[config.mk]
export PLATFORM = sky130hd
export DESIGN_NAME = sorted_permutation_generator
export DESIGN_NICKNAME = d
export VERILOG_FILES = /design/src/hw/rtl/spg_pkg.sv /design/src/hw/rtl/spg_ctrl.sv /design/src/hw/rtl/spg_dpath.sv /design/src/hw/rtl/sorted_permutation_generator.sv
export SDC_FILE = /design/constraint.sdc
export NUM_CORES = 1
export LEC_CHECK = 0
export BUFFER_PORTS_ARGS = -buffer_cell sky130_fd_sc_hd__buf_2
export CORE_MARGIN = 5
export CORE_UTILIZATION = 45
export DETAILED_ROUTE_END_ITERATION = 7
export PLACE_DENSITY = 0.74
export RECOVER_POWER = 25
export SLEW_MARGIN = 20
export SYNTH_ARGS = -nofsm -noshare
export SYNTH_HDL_FRONTEND = slang
export SYNTH_SLANG_ARGS = --single-unit
[constraint.sdc]
create_clock -name clk_i -period 3.55 [get_ports clk_i]
set_clock_uncertainty 0.15 [all_clocks]
set_input_delay 0.5325 -clock clk_i [delete_from_list [all_inputs] [get_ports clk_i]]
set_output_delay 0.5325 -clock clk_i [all_outputs]
set_load 0.1 [all_outputs]
[src/hw/rtl/spg_pkg.sv]
// ----------------------------------------------------------------------------
// spg_pkg: shared definitions for the sorted permutation generator
// Sizes, command and status codes, and the control bundles that pass
// between the controller and the datapath.
// ----------------------------------------------------------------------------
package spg_pkg;

  localparam int MAX_CHARS = 8;
  localparam int IDX_W     = (MAX_CHARS > 1) ? $clog2(MAX_CHARS) : 1;
  localparam int CNT_W     = $clog2(MAX_CHARS + 1);

  localparam logic [1:0] CMD_CLEAR  = 2'd0;
  localparam logic [1:0] CMD_APPEND = 2'd1;
  localparam logic [1:0] CMD_NEXT   = 2'd2;

  localparam logic [1:0] STS_CHAR     = 2'd0;
  localparam logic [1:0] STS_EXHAUST  = 2'd1;
  localparam logic [1:0] STS_TOO_LONG = 2'd2;

  // Commands from the controller to the datapath.
  typedef struct packed {
    logic       clear;
    logic       insert;
    logic       emit_start;
    logic       emit;
    logic       put_status;
    logic [1:0] status_code;
    logic       find_pivot;
    logic       read_pivot;
    logic       find_succ;
    logic       swap;
    logic       rev_load;
    logic       rev_store;
  } spg_cmd_t;

  // Status from the datapath to the controller.
  typedef struct packed {
    logic cnt_zero;
    logic full;
    logic exhausted;
    logic emit_last;
    logic no_pivot;
    logic rev_done;
    logic out_free;
  } spg_stat_t;

endpackage

[src/hw/rtl/spg_ctrl.sv]
// ----------------------------------------------------------------------------
// spg_ctrl: sequencer for the sorted permutation generator
// Decodes each request and steps the datapath through emission of the
// current arrangement and the successor search over the index order.
// ----------------------------------------------------------------------------
module spg_ctrl
  import spg_pkg::*;
(
  input  logic       clk_i,
  input  logic       rst_ni,
  input  logic       in_valid_i,
  output logic       in_ready_o,
  input  logic [1:0] command_i,
  input  spg_stat_t  stat_i,
  output spg_cmd_t   cmd_o
);

  localparam logic [3:0] S_IDLE = 4'd0;
  localparam logic [3:0] S_LONG = 4'd1;
  localparam logic [3:0] S_EXH  = 4'd2;
  localparam logic [3:0] S_EMIT = 4'd3;
  localparam logic [3:0] S_PIV  = 4'd4;
  localparam logic [3:0] S_PVR  = 4'd5;
  localparam logic [3:0] S_SUCC = 4'd6;
  localparam logic [3:0] S_SWAP = 4'd7;
  localparam logic [3:0] S_RVA  = 4'd8;
  localparam logic [3:0] S_RVB  = 4'd9;

  logic [3:0] state_q, state_d;

  always_comb begin
    state_d    = state_q;
    cmd_o      = '0;
    in_ready_o = 1'b0;
    unique case (state_q)
      S_IDLE: begin
        in_ready_o = 1'b1;
        if (in_valid_i) begin
          unique case (command_i)
            CMD_CLEAR: begin
              cmd_o.clear = 1'b1;
            end
            CMD_APPEND: begin
              if (stat_i.full) begin
                state_d = S_LONG;
              end else begin
                cmd_o.insert = 1'b1;
              end
            end
            CMD_NEXT: begin
              if (stat_i.cnt_zero || stat_i.exhausted) begin
                state_d = S_EXH;
              end else begin
                cmd_o.emit_start = 1'b1;
                state_d          = S_EMIT;
              end
            end
            default: begin
            end
          endcase
        end
      end
      S_LONG: begin
        if (stat_i.out_free) begin
          cmd_o.put_status  = 1'b1;
          cmd_o.status_code = STS_TOO_LONG;
          state_d           = S_IDLE;
        end
      end
      S_EXH: begin
        if (stat_i.out_free) begin
          cmd_o.put_status  = 1'b1;
          cmd_o.status_code = STS_EXHAUST;
          state_d           = S_IDLE;
        end
      end
      S_EMIT: begin
        if (stat_i.out_free) begin
          cmd_o.emit = 1'b1;
          if (stat_i.emit_last) begin
            state_d = S_PIV;
          end
        end
      end
      S_PIV: begin
        cmd_o.find_pivot = 1'b1;
        state_d = stat_i.no_pivot ? S_IDLE : S_PVR;
      end
      S_PVR: begin
        cmd_o.read_pivot = 1'b1;
        state_d          = S_SUCC;
      end
      S_SUCC: begin
        cmd_o.find_succ = 1'b1;
        state_d         = S_SWAP;
      end
      S_SWAP: begin
        cmd_o.swap = 1'b1;
        state_d    = S_RVA;
      end
      S_RVA: begin
        if (stat_i.rev_done) begin
          state_d = S_IDLE;
        end else begin
          cmd_o.rev_load = 1'b1;
          state_d        = S_RVB;
        end
      end
      S_RVB: begin
        cmd_o.rev_store = 1'b1;
        state_d         = S_RVA;
      end
      default: begin
        state_d = S_IDLE;
      end
    endcase
  end

  always_ff @(posedge clk_i or negedge rst_ni) begin
    if (!rst_ni) begin
      state_q <= S_IDLE;
    end else begin
      state_q <= state_d;
    end
  end

endmodule

[src/hw/rtl/spg_dpath.sv]
// ----------------------------------------------------------------------------
// spg_dpath: storage and result path for the sorted permutation generator
// Holds the sorted characters, the index order and the output register,
// and carries out one step of insertion, emission or successor search.
// ----------------------------------------------------------------------------
module spg_dpath
  import spg_pkg::*;
(
  input  logic       clk_i,
  input  logic       rst_ni,
  input  logic [7:0] char_in_i,
  input  spg_cmd_t   cmd_i,
  output spg_stat_t  stat_o,
  output logic [7:0] char_out_o,
  output logic       last_char_o,
  output logic [1:0] status_o,
  output logic       out_valid_o,
  input  logic       out_ready_i
);

  logic [7:0]       chars_q [MAX_CHARS];
  logic [7:0]       chars_d [MAX_CHARS];
  logic [IDX_W-1:0] order_q [MAX_CHARS];
  logic [IDX_W-1:0] order_d [MAX_CHARS];
  logic [CNT_W-1:0] count_q, count_d;
  logic             exh_q, exh_d;
  logic [IDX_W-1:0] k_q, p_q, j_q, lo_q, hi_q, t_q, pv_q;
  logic             out_valid_q;
  logic [7:0]       out_char_q;
  logic             out_last_q;
  logic [1:0]       out_sts_q;

  logic [MAX_CHARS-1:0] gt;
  logic [IDX_W-1:0]     rd_addr, rd_data;
  logic [IDX_W-1:0]     piv_idx, succ_idx;
  logic                 piv_found;
  logic                 out_free;
  logic                 emit_last;

  assign out_free  = !out_valid_q || out_ready_i;
  assign emit_last = (CNT_W'(k_q) + CNT_W'(1)) == count_q;

  // One read port on the index order, steered by the current step.
  always_comb begin
    priority if (cmd_i.emit) begin
      rd_addr = k_q;
    end else if (cmd_i.read_pivot) begin
      rd_addr = p_q;
    end else if (cmd_i.swap) begin
      rd_addr = j_q;
    end else if (cmd_i.rev_load) begin
      rd_addr = lo_q;
    end else begin
      rd_addr = hi_q;
    end
  end
  assign rd_data = order_q[rd_addr];

  // The pivot is the last position that is smaller than its right neighbor.
  always_comb begin
    piv_idx   = '0;
    piv_found = 1'b0;
    for (int i = 1; i < MAX_CHARS; i++) begin
      if ((CNT_W'(i) < count_q) && (order_q[i-1] < order_q[i])) begin
        piv_idx   = IDX_W'(i - 1);
        piv_found = 1'b1;
      end
    end
  end

  // Rightmost entry larger than the pivot value.
  always_comb begin
    succ_idx = '0;
    for (int i = 0; i < MAX_CHARS; i++) begin
      if ((CNT_W'(i) < count_q) && (order_q[i] > pv_q)) begin
        succ_idx = IDX_W'(i);
      end
    end
  end

  // Insertion after any equal bytes: every larger held byte moves up one place.
  always_comb begin
    for (int i = 0; i < MAX_CHARS; i++) begin
      gt[i] = (CNT_W'(i) < count_q) && (chars_q[i] > char_in_i);
    end
    for (int i = 0; i < MAX_CHARS; i++) begin
      if (cmd_i.insert && ((CNT_W'(i) == count_q) || gt[i])) begin
        chars_d[i] = char_in_i;
      end else begin
        chars_d[i] = chars_q[i];
      end
    end
    for (int i = 1; i < MAX_CHARS; i++) begin
      if (cmd_i.insert && gt[i-1]) begin
        chars_d[i] = chars_q[i-1];
      end
    end
  end

  always_comb begin
    order_d = order_q;
    count_d = count_q;
    exh_d   = exh_q;
    if (cmd_i.clear || cmd_i.insert) begin
      for (int i = 0; i < MAX_CHARS; i++) begin
        order_d[i] = IDX_W'(i);
      end
      exh_d   = 1'b0;
      count_d = cmd_i.clear ? '0 : count_q + CNT_W'(1);
    end
    if (cmd_i.find_pivot && !piv_found) begin
      exh_d = 1'b1;
    end
    if (cmd_i.swap) begin
      order_d[p_q] = rd_data;
      order_d[j_q] = pv_q;
    end
    if (cmd_i.rev_store) begin
      order_d[lo_q] = rd_data;
      order_d[hi_q] = t_q;
    end
  end

  always_ff @(posedge clk_i or negedge rst_ni) begin
    if (!rst_ni) begin
      for (int i = 0; i < MAX_CHARS; i++) begin
        order_q[i] <= IDX_W'(i);
      end
      count_q     <= '0;
      exh_q       <= 1'b0;
      k_q         <= '0;
      out_valid_q <= 1'b0;
    end else begin
      order_q <= order_d;
      count_q <= count_d;
      exh_q   <= exh_d;
      if (cmd_i.emit_start) begin
        k_q <= '0;
      end else if (cmd_i.emit) begin
        k_q <= k_q + IDX_W'(1);
      end
      if (cmd_i.emit || cmd_i.put_status) begin
        out_valid_q <= 1'b1;
      end else if (out_ready_i) begin
        out_valid_q <= 1'b0;
      end
    end
  end

  always_ff @(posedge clk_i) begin
    chars_q <= chars_d;
    if (cmd_i.find_pivot) begin
      p_q <= piv_idx;
    end
    if (cmd_i.read_pivot) begin
      pv_q <= rd_data;
    end
    if (cmd_i.find_succ) begin
      j_q <= succ_idx;
    end
    if (cmd_i.swap) begin
      lo_q <= p_q + IDX_W'(1);
      hi_q <= IDX_W'(count_q - CNT_W'(1));
    end
    if (cmd_i.rev_load) begin
      t_q <= rd_data;
    end
    if (cmd_i.rev_store) begin
      lo_q <= lo_q + IDX_W'(1);
      hi_q <= hi_q - IDX_W'(1);
    end
    if (cmd_i.emit) begin
      out_char_q <= chars_q[rd_data];
      out_last_q <= emit_last;
      out_sts_q  <= STS_CHAR;
    end else if (cmd_i.put_status) begin
      out_char_q <= '0;
      out_last_q <= 1'b1;
      out_sts_q  <= cmd_i.status_code;
    end
  end

  assign stat_o.cnt_zero  = (count_q == '0);
  assign stat_o.full      = (count_q == CNT_W'(MAX_CHARS));
  assign stat_o.exhausted = exh_q;
  assign stat_o.emit_last = emit_last;
  assign stat_o.no_pivot  = !piv_found;
  assign stat_o.rev_done  = !(lo_q < hi_q);
  assign stat_o.out_free  = out_free;

  assign out_valid_o = out_valid_q;
  assign char_out_o  = out_char_q;
  assign last_char_o = out_last_q;
  assign status_o    = out_sts_q;

endmodule

[src/hw/rtl/sorted_permutation_generator.sv]
// Clear and append finish as they are taken; a status result loads once the output register is free.
// A next request emits its n characters, one character per cycle while the output is free, then
// searches for the pivot (the last arrangement stops there), then reads the pivot, finds the
// successor, swaps and reverses the tail pair by pair, paced by the one index-order read port.
// One request at a time; a finished result waits in an output register meanwhile.
// Reset clears the count, the exhausted flag and sets the identity order; characters are not reset.
// ----------------------------------------------------------------------------
// sorted_permutation_generator: top level
// Keeps loaded characters sorted and emits their permutations in ascending
// lexicographic order, one character per result.
// ----------------------------------------------------------------------------
module sorted_permutation_generator
  import spg_pkg::*;
(
  input  logic       clk_i,
  input  logic       rst_ni,
  input  logic       in_valid_i,
  output logic       in_ready_o,
  input  logic [1:0] command_i,
  input  logic [7:0] char_in_i,
  output logic       out_valid_o,
  input  logic       out_ready_i,
  output logic [7:0] char_out_o,
  output logic       last_char_o,
  output logic [1:0] status_o
);

  spg_cmd_t  cmd;
  spg_stat_t stat;

  spg_ctrl u_ctrl (
    .clk_i      (clk_i),
    .rst_ni     (rst_ni),
    .in_valid_i (in_valid_i),
    .in_ready_o (in_ready_o),
    .command_i  (command_i),
    .stat_i     (stat),
    .cmd_o      (cmd)
  );

  spg_dpath u_dpath (
    .clk_i       (clk_i),
    .rst_ni      (rst_ni),
    .char_in_i   (char_in_i),
    .cmd_i       (cmd),
    .stat_o      (stat),
    .char_out_o  (char_out_o),
    .last_char_o (last_char_o),
    .status_o    (status_o),
    .out_valid_o (out_valid_o),
    .out_ready_i (out_ready_i)
  );

  // A result is never loaded over one that is still waiting.
  assert property (@(posedge clk_i) disable iff (!rst_ni)
    (cmd.emit || cmd.put_status) |-> stat.out_free)
    else $error("result loaded while output register is occupied");

  // Characters are emitted only from a non-empty store.
  assert property (@(posedge clk_i) disable iff (!rst_ni)
    cmd.emit |-> !stat.cnt_zero)
    else $error("emission from an empty store");

  // A permutation request keeps the block busy on the following cycle.
  assert property (@(posedge clk_i) disable iff (!rst_ni)
    (in_valid_i && in_ready_o && command_i == CMD_NEXT) |=> !in_ready_o)
    else $error("next request did not occupy the sequencer");

  // Status results are always the final result of their run.
  assert property (@(posedge clk_i) disable iff (!rst_ni)
    (out_valid_o && status_o != STS_CHAR) |-> last_char_o)
    else $error("status result without last flag");

endmodule
== Word-level counts from Yosys, hierarchy flattened ==
Cells that the tools add are included.
Operators by class
  add/sub/neg operators: 7
  $lt $le $gt $ge: 41
  eq/ne operators: 26
  mux-type cells: 102
  bitwise logic cells: 6
  reductions and logical operators: 77
Operator list (number)
  8-bit two-way mux: 18
  24-bit bitwise mux: 4
  24-bit two-way mux: 3
  8-bit > comparator: 8
  3-bit two-way mux: 21
  1-bit logical AND: 42
  3-bit demux with 3-bit select: 4
  1-bit two-way mux: 32
  4-bit case mux with 8 select lines: 1
  4-bit two-way mux: 7
  8-bit binary-select mux with 3-bit select: 1
  4-bit >= comparator, second input constant: 6
  3-bit less-than comparator: 8
  3-bit inverter with 4-bit output: 6
  2-bit nonzero test: 12
  3-bit > comparator: 7
  3-bit by 4-bit == test with 1-bit output, first input constant: 4
  4-bit by 3-bit == test with 1-bit output, second input constant: 4
  3-bit by 4-bit less-than comparator with 1-bit output, first input constant: 4
  4-bit by 1-bit less-than comparator with 1-bit output, second input constant: 4
  2-bit two-way mux: 8
  4-bit == test, second input constant: 3
  1-bit logical OR: 12
  3-bit by 1-bit adder with 3-bit output, second input constant: 3
  other kinds (25): 37
Storage, ports and cells
  bits in registers: 130
  input port bits: 14
  output and inout port bits: 13
  word-level logic and storage cells: 292

== Logic depth before layout (Yosys ltp) ==
  depth after elaboration: 17
  gate-level depth with buffers: 16
  mapped depth without buffers: 14

== Cells and area by module ==
A second synthesis with hierarchy kept.
Unflattened totals
  cells, all modules: 1079
  area, all modules: 10375.0 µm²
By module, submodules not included
  spg_dpath: times used 1, cells an instance 1025, area each 9955.8 µm², sequential area each 3613.5 µm²
  spg_ctrl: times used 1, cells an instance 54, area each 419.2 µm², sequential area each 100.1 µm²

== Worst setup path after synthesis ==
Ideal clock, no wire load.
  path type: register to register
  from: reg u_ctrl.state_q[1]
  to: reg u_dpath.chars_q[16] in the netlist's numbering (enable)
  setup time: 338 ps
  arrival: 4123 ps
  required time: 3062 ps
  setup slack: -1061 ps
  cell stages (with the launch flop): 10
  path buffers: 3
  clock period less this slack: 4611 ps
  path through: dfrtp_1 -> or2_1 -> clkbuf_1 -> nor2_1 -> nand2_1 -> or3b_1 -> buf_2 -> nor4_2 -> clkbuf_1 -> nand3b_1
Between the ends
  word-level cells in the longest chain between the ends: 4
  elaborated cells on any way between the ends: 5
  those cells by class: mux: 1; reduce/logical: 4
RTL lines
  from (decl): RTL line spg_ctrl.sv:29  | logic [3:0] state_q, state_d;
  from (signal assigned): RTL line spg_ctrl.sv:123  | state_q <= state_d;
  4-bit logical NOT (*): RTL line spg_ctrl.sv:35  | unique case (state_q)
  3-bit two-way mux (*): RTL line spg_ctrl.sv:35
  1-bit logical AND, on equally long branches: RTL line spg_dpath.sv:94, spg_dpath.sv:87
  2-bit nonzero test (no source line) (*)
  to (signal assigned): RTL line spg_dpath.sv:151  | chars_q <= chars_d;
  to (decl): RTL line spg_dpath.sv:21  | logic [7:0] chars_q [MAX_CHARS];
Every way passes the cells marked *; elsewhere a longest branch is shown, timed or not.
A chain may end at the register's enable or synchronous reset.

== Worst setup path after layout ==
  from: reg u_dpath.hi_q[2]
  to: reg u_dpath.out_char_q[5] (netlist: u_dpath.char_out_o[5]) (data pin)
Between the ends
  word-level cells in the longest chain between the ends: 16
RTL lines
  from (decl): RTL line spg_dpath.sv:27  | logic [IDX_W-1:0] k_q, p_q, j_q, lo_q, hi_q, t_q, pv_q;
  from (signal assigned): RTL line spg_dpath.sv:163  | hi_q <= IDX_W'(count_q - CNT_W'(1));
  from (signal assigned): RTL line spg_dpath.sv:170  | hi_q <= hi_q - IDX_W'(1);
  3-bit less-than comparator: RTL line spg_dpath.sv:188  | assign stat_o.rev_done = !(lo_q < hi_q);
  1-bit two-way mux: RTL line spg_ctrl.sv:102  | if (stat_i.rev_done) begin
  1-bit two-way mux: RTL line spg_ctrl.sv:35
  3-bit two-way mux (*): RTL line spg_dpath.sv:51  | end else if (cmd_i.rev_load) begin
  3-bit two-way mux (*): RTL line spg_dpath.sv:49  | end else if (cmd_i.swap) begin
  3-bit two-way mux (*): RTL line spg_dpath.sv:47  | end else if (cmd_i.read_pivot) begin
  3-bit two-way mux (*): RTL line spg_dpath.sv:45  | priority if (cmd_i.emit) begin
  3-bit inverter with 4-bit output (not written as such) (*): RTL line spg_dpath.sv:57  | assign rd_data = order_q[rd_addr];
  3-bit binary-select mux with 3-bit select (*): RTL line spg_dpath.sv:57
  3-bit two-way mux (not written as such) (*) (2 in a row): RTL line spg_dpath.sv:57
  named net u_dpath.rd_data[0]: RTL line spg_dpath.sv:34  | logic [IDX_W-1:0] rd_addr, rd_data;
  3-bit inverter with 4-bit output (not written as such) (*): RTL line spg_dpath.sv:173  | out_char_q <= chars_q[rd_data];
  8-bit binary-select mux with 3-bit select (*): RTL line spg_dpath.sv:173
  8-bit two-way mux (not written as such) (*) (2 in a row): RTL line spg_dpath.sv:173
  8-bit two-way mux (*): RTL line spg_dpath.sv:172  | if (cmd_i.emit) begin
  to (signal assigned): RTL line spg_dpath.sv:173
  to (decl): RTL line spg_dpath.sv:29  | logic [7:0] out_char_q;
The timed path passes the listed nets; every way through them passes the cells marked *. The select of a mux whose other input is x is not followed.

==> flow_summary.ini <==
[run_status]
outcome = complete, but fails checks
violations = capacitance limit, slew limit

[clock_network]
cts_max_path_buffers = 2
cts_root_buf = clkbuf_16
htree_levels = 4
cts_hold_buf = 0
cts_inserted_buffers = 17
cts_sinks = 130
clkTransAtPathRegs_ps = 70
worst_skew_pair.late_latency_ps = 440
tritoncts = done

[synth]
synth-main-ff-cell = edfxtp_1
synth_simple_gate_area_share = 0.166
synth_top_family_by_area = compound AO/OA/AOI/OAI gates
synthAdderAreaFrac = 0.134
synth_top_area_share = 0.273
syn_inst = 1076
synth-edff-count = 91
ys_seq_area_frac = 0.371
synthMuxAreaShare = 0.0703
synth.area.top_cells = edfxtp_1 27%, ha_1 13%, dfrtp_1 6.3%
synth_warnings = 0
syn-cell-area_um2 = 10000
yosys.area_share.xor_xnor = 0.00963
synth-compound-area-share = 0.199
yosys_register_bits = 130
avgSynthCellArea_um2 = 9.30
synth_largest_area_cell = edfxtp_1
syn-num-nets = 1197
synth_cell_types = 75
async_reset_ff_frac = 0.285

[setup_path]
cp_max_fo = 10
cp_cell_sequence = inv_2 -> ha_1 -> a211oi_2 -> nand3b_1 -> a211o_1 -> a22oi_4 -> buf_12 -> mux2i_2 -> mux2i_1 -> mux2i_2 -> inv_2 -> nor2_4 -> a22oi_1 -> and3_1
cpMaxStageDelayCell = edfxtp_1
cp.arrival_ps = 3450
crit_required_ps = 3590
max_stage_delay_ps = 400
startpoint_type = register
crit_type = register to register
crit_path_end_kind = register

[floorplanning]
core_um2 = 21900
start_util = 0.457
die_x_um = 159
die_area_um2 = 25300
num_rows = 54
io_pins = 27
die_h_um = 159

[final_layout]
multi_input_area_um2 = 5890
fill_cells = 1957
seq_area_um2 = 3710
diodes = 0
drive_gt1_frac = 0.164
syn_to_final_growth_pct = 16.2
final_common_cell = ha_1
finalNetCount = 1273
layout_common_cells = 107 x ha_1, 105 x nand2_1, 94 x o21ai_0, 91 x edfxtp_1, 83 x nor2_1

[timing]
max_freq_mhz = 293
maxSlewViolCount = 38
worst_pin_slew_ps = 2170
setup_tns_ps = 0
setup_viol = 0
hold_violations = 0
post-route-period-util = 0.960
fin_crit_ps = 3410
rsz0062_at_grt = yes
holdWs_ps = 168
relSlewSlack = -0.449

[power_and_ir_drop]
ir_worst_vdd_v = 0.000596
leakage_nw = 4.88
combPwrFrac = 0.384
p_clk_frac = 0.295
p_int_mw = 3.67
swShare = 0.413
switchingPower_mw = 2.58
power_density_nw_per_um2 = 537
seqPwrFrac = 0.320
power.total_mw = 6.25

[global_route]
grt_use_total = 0.237
grt_pass1_vias = 8554
overflow = 0
grt_pass1_wl_mm = 48.3
antenna_found_initial = 0
grt_max_degree = 38

[route]
drc = 0
first_pass_iters = 6
ant_nets = 0
routedWlPerCell_um = 21.5
routed_wl_mm = 31.1
vias = 9131
detail_route.vias_per_cell = 6.32
drt_iter0_markers = 1098

[place]
port_buffers = 26
globalplace.congestion = 1.02
hpwl_mm = 22.4

[run]
drv_cap = 1

[min_path]
hold_class = primary input to register
## registers in the layout, indices dropped and copies added, names as in the netlist
| name | count |
|---|---|
| u_ctrl.state_q | 4 |
| u_dpath.chars_q | 64 |
| u_dpath.j_q | 3 |
| u_dpath.order_q | 24 |
| u_dpath.lo_q | 3 |
| u_dpath.out_valid_o | 1 |
| u_dpath.exh_q | 1 |
| u_dpath.count_q | 4 |
| u_dpath.p_q | 3 |
| u_dpath.char_out_o | 8 |
| u_dpath.k_q | 3 |
| u_dpath.last_char_o | 1 |
| u_dpath.status_o | 2 |
| u_dpath.hi_q | 3 |
| u_dpath.t_q | 3 |
| u_dpath.pv_q | 3 |
## metrics by stage
step / area [um^2] / setup slack (ps) / utilization / cells
after floorplan: 10000 / 14.5 / - / 1076
after global placement: 10900 / 63.7 / 0.496 / 1404
after detailed placement: 10900 / -149 / 0.496 / 1404
after CTS: 11500 / 13.7 / 0.525 / 1437
after global routing: 11600 / -28.2 / 0.531 / 1445
final: 11600 / 142 / 0.531 / 1445
## critical path, delay by kind of cell, from the launching register on
family                     cells  cell delay (ps)
muxes                          3              590
buffers and inverters          3              350
AOI/OAI and AO/OA              4              880
adders and majority gates      1              250
and+or+nand+nor                3              530
DFF                            1              400
## worst paths after layout
check	startpoint	endpoint	slack (ps)	depth (start not counted)
worst max-delay path	u_dpath.hi_q[2]	u_dpath.char_out_o[5]	140	14
worst min-delay path	char_in_i[1]	u_dpath.chars_q[57]	170	1
worst max register to register	u_dpath.hi_q[2]	u_dpath.char_out_o[5]	140	14
worst min register to register	u_dpath.status_o[1]	u_dpath.status_o[1]	360	2
max in group asynchronous	rst_ni	u_dpath.out_valid_o	1280	1
min in group asynchronous	rst_ni	u_ctrl.state_q[1]	580	1
## cell type report
| type | count | share of cell area |
|---|---|---|
| Clock buffer | 17 | 0.0366 |
| Timing Repair Buffer | 108 | 0.0708 |
| Inverter | 64 | 0.0207 |
| Clock inverter | 15 | 0.0156 |
| Sequential cell | 130 | 0.320 |
| Tap cell | 280 | 0.0301 |
| Multi-Input combinational cell | 831 | 0.507 |
## metal layers
metal | global-route usage | up-vias | share of wire
met5 | 0 | - | 0
met4 | 0.0826 | 0 | 0.044
met3 | 0.0525 | 122 | 0.094
met2 | 0.389 | 561 | 0.47
met1 | 0.309 | 4281 | 0.40
li1 | - | 4167 | -
## logic make-up (layout without fill, tap and decap cells)
logic type,Yosys count,count (layout)
compound gates,311,311
xor+xnor,11,11
fa+ha+maj,107,107
buf+inv,115,204
flops,130,130
mux,67,67
simple gates,335,335
## repair_timing
item / CTS / global route
gates cloned: 0 / 3
pin swaps: 1 / 5
gates resized for setup: 3 / 9
buffers inserted: 1 / 5
setup endpoints to repair: 8 / 27
## power by group through the flow
stage | sequential, mW | clock, mW | combinational (mW)
2_1_floorplan | 2.32 | 0 | 1.31
3_3_place_gp | 2.02 | 0 | 2.20
4_1_cts | 1.99 | 1.85 | 2.29
6_report | 2.00 | 1.85 | 2.40
3_5_place_dp | 2.02 | 0 | 2.25
5_1_grt | 2.01 | 1.93 | 2.56
## Yosys cell counts, types with 8 or more instances
cell      instances
clkbuf_1         35
nor3_1           17
a22oi_1          20
nand3b_1          8
ha_1            107
dfrtp_1          25
nand3_1          21
o22ai_1          20
o21ai_0          94
a21oi_1          68
and3_1           14
nand4_1          13
nand2b_1         20
o32ai_1           8
nor2_1           85
nor3b_1           8
a211oi_1         13
mux2_2           13
nor2b_1          13
mux2i_1          52
a31oi_1          10
a221oi_1          9
edfxtp_1         91
dfstp_2          12
inv_1            61
a21o_1           21
nand2_1         105
Power figures use the tool's default switching activity.
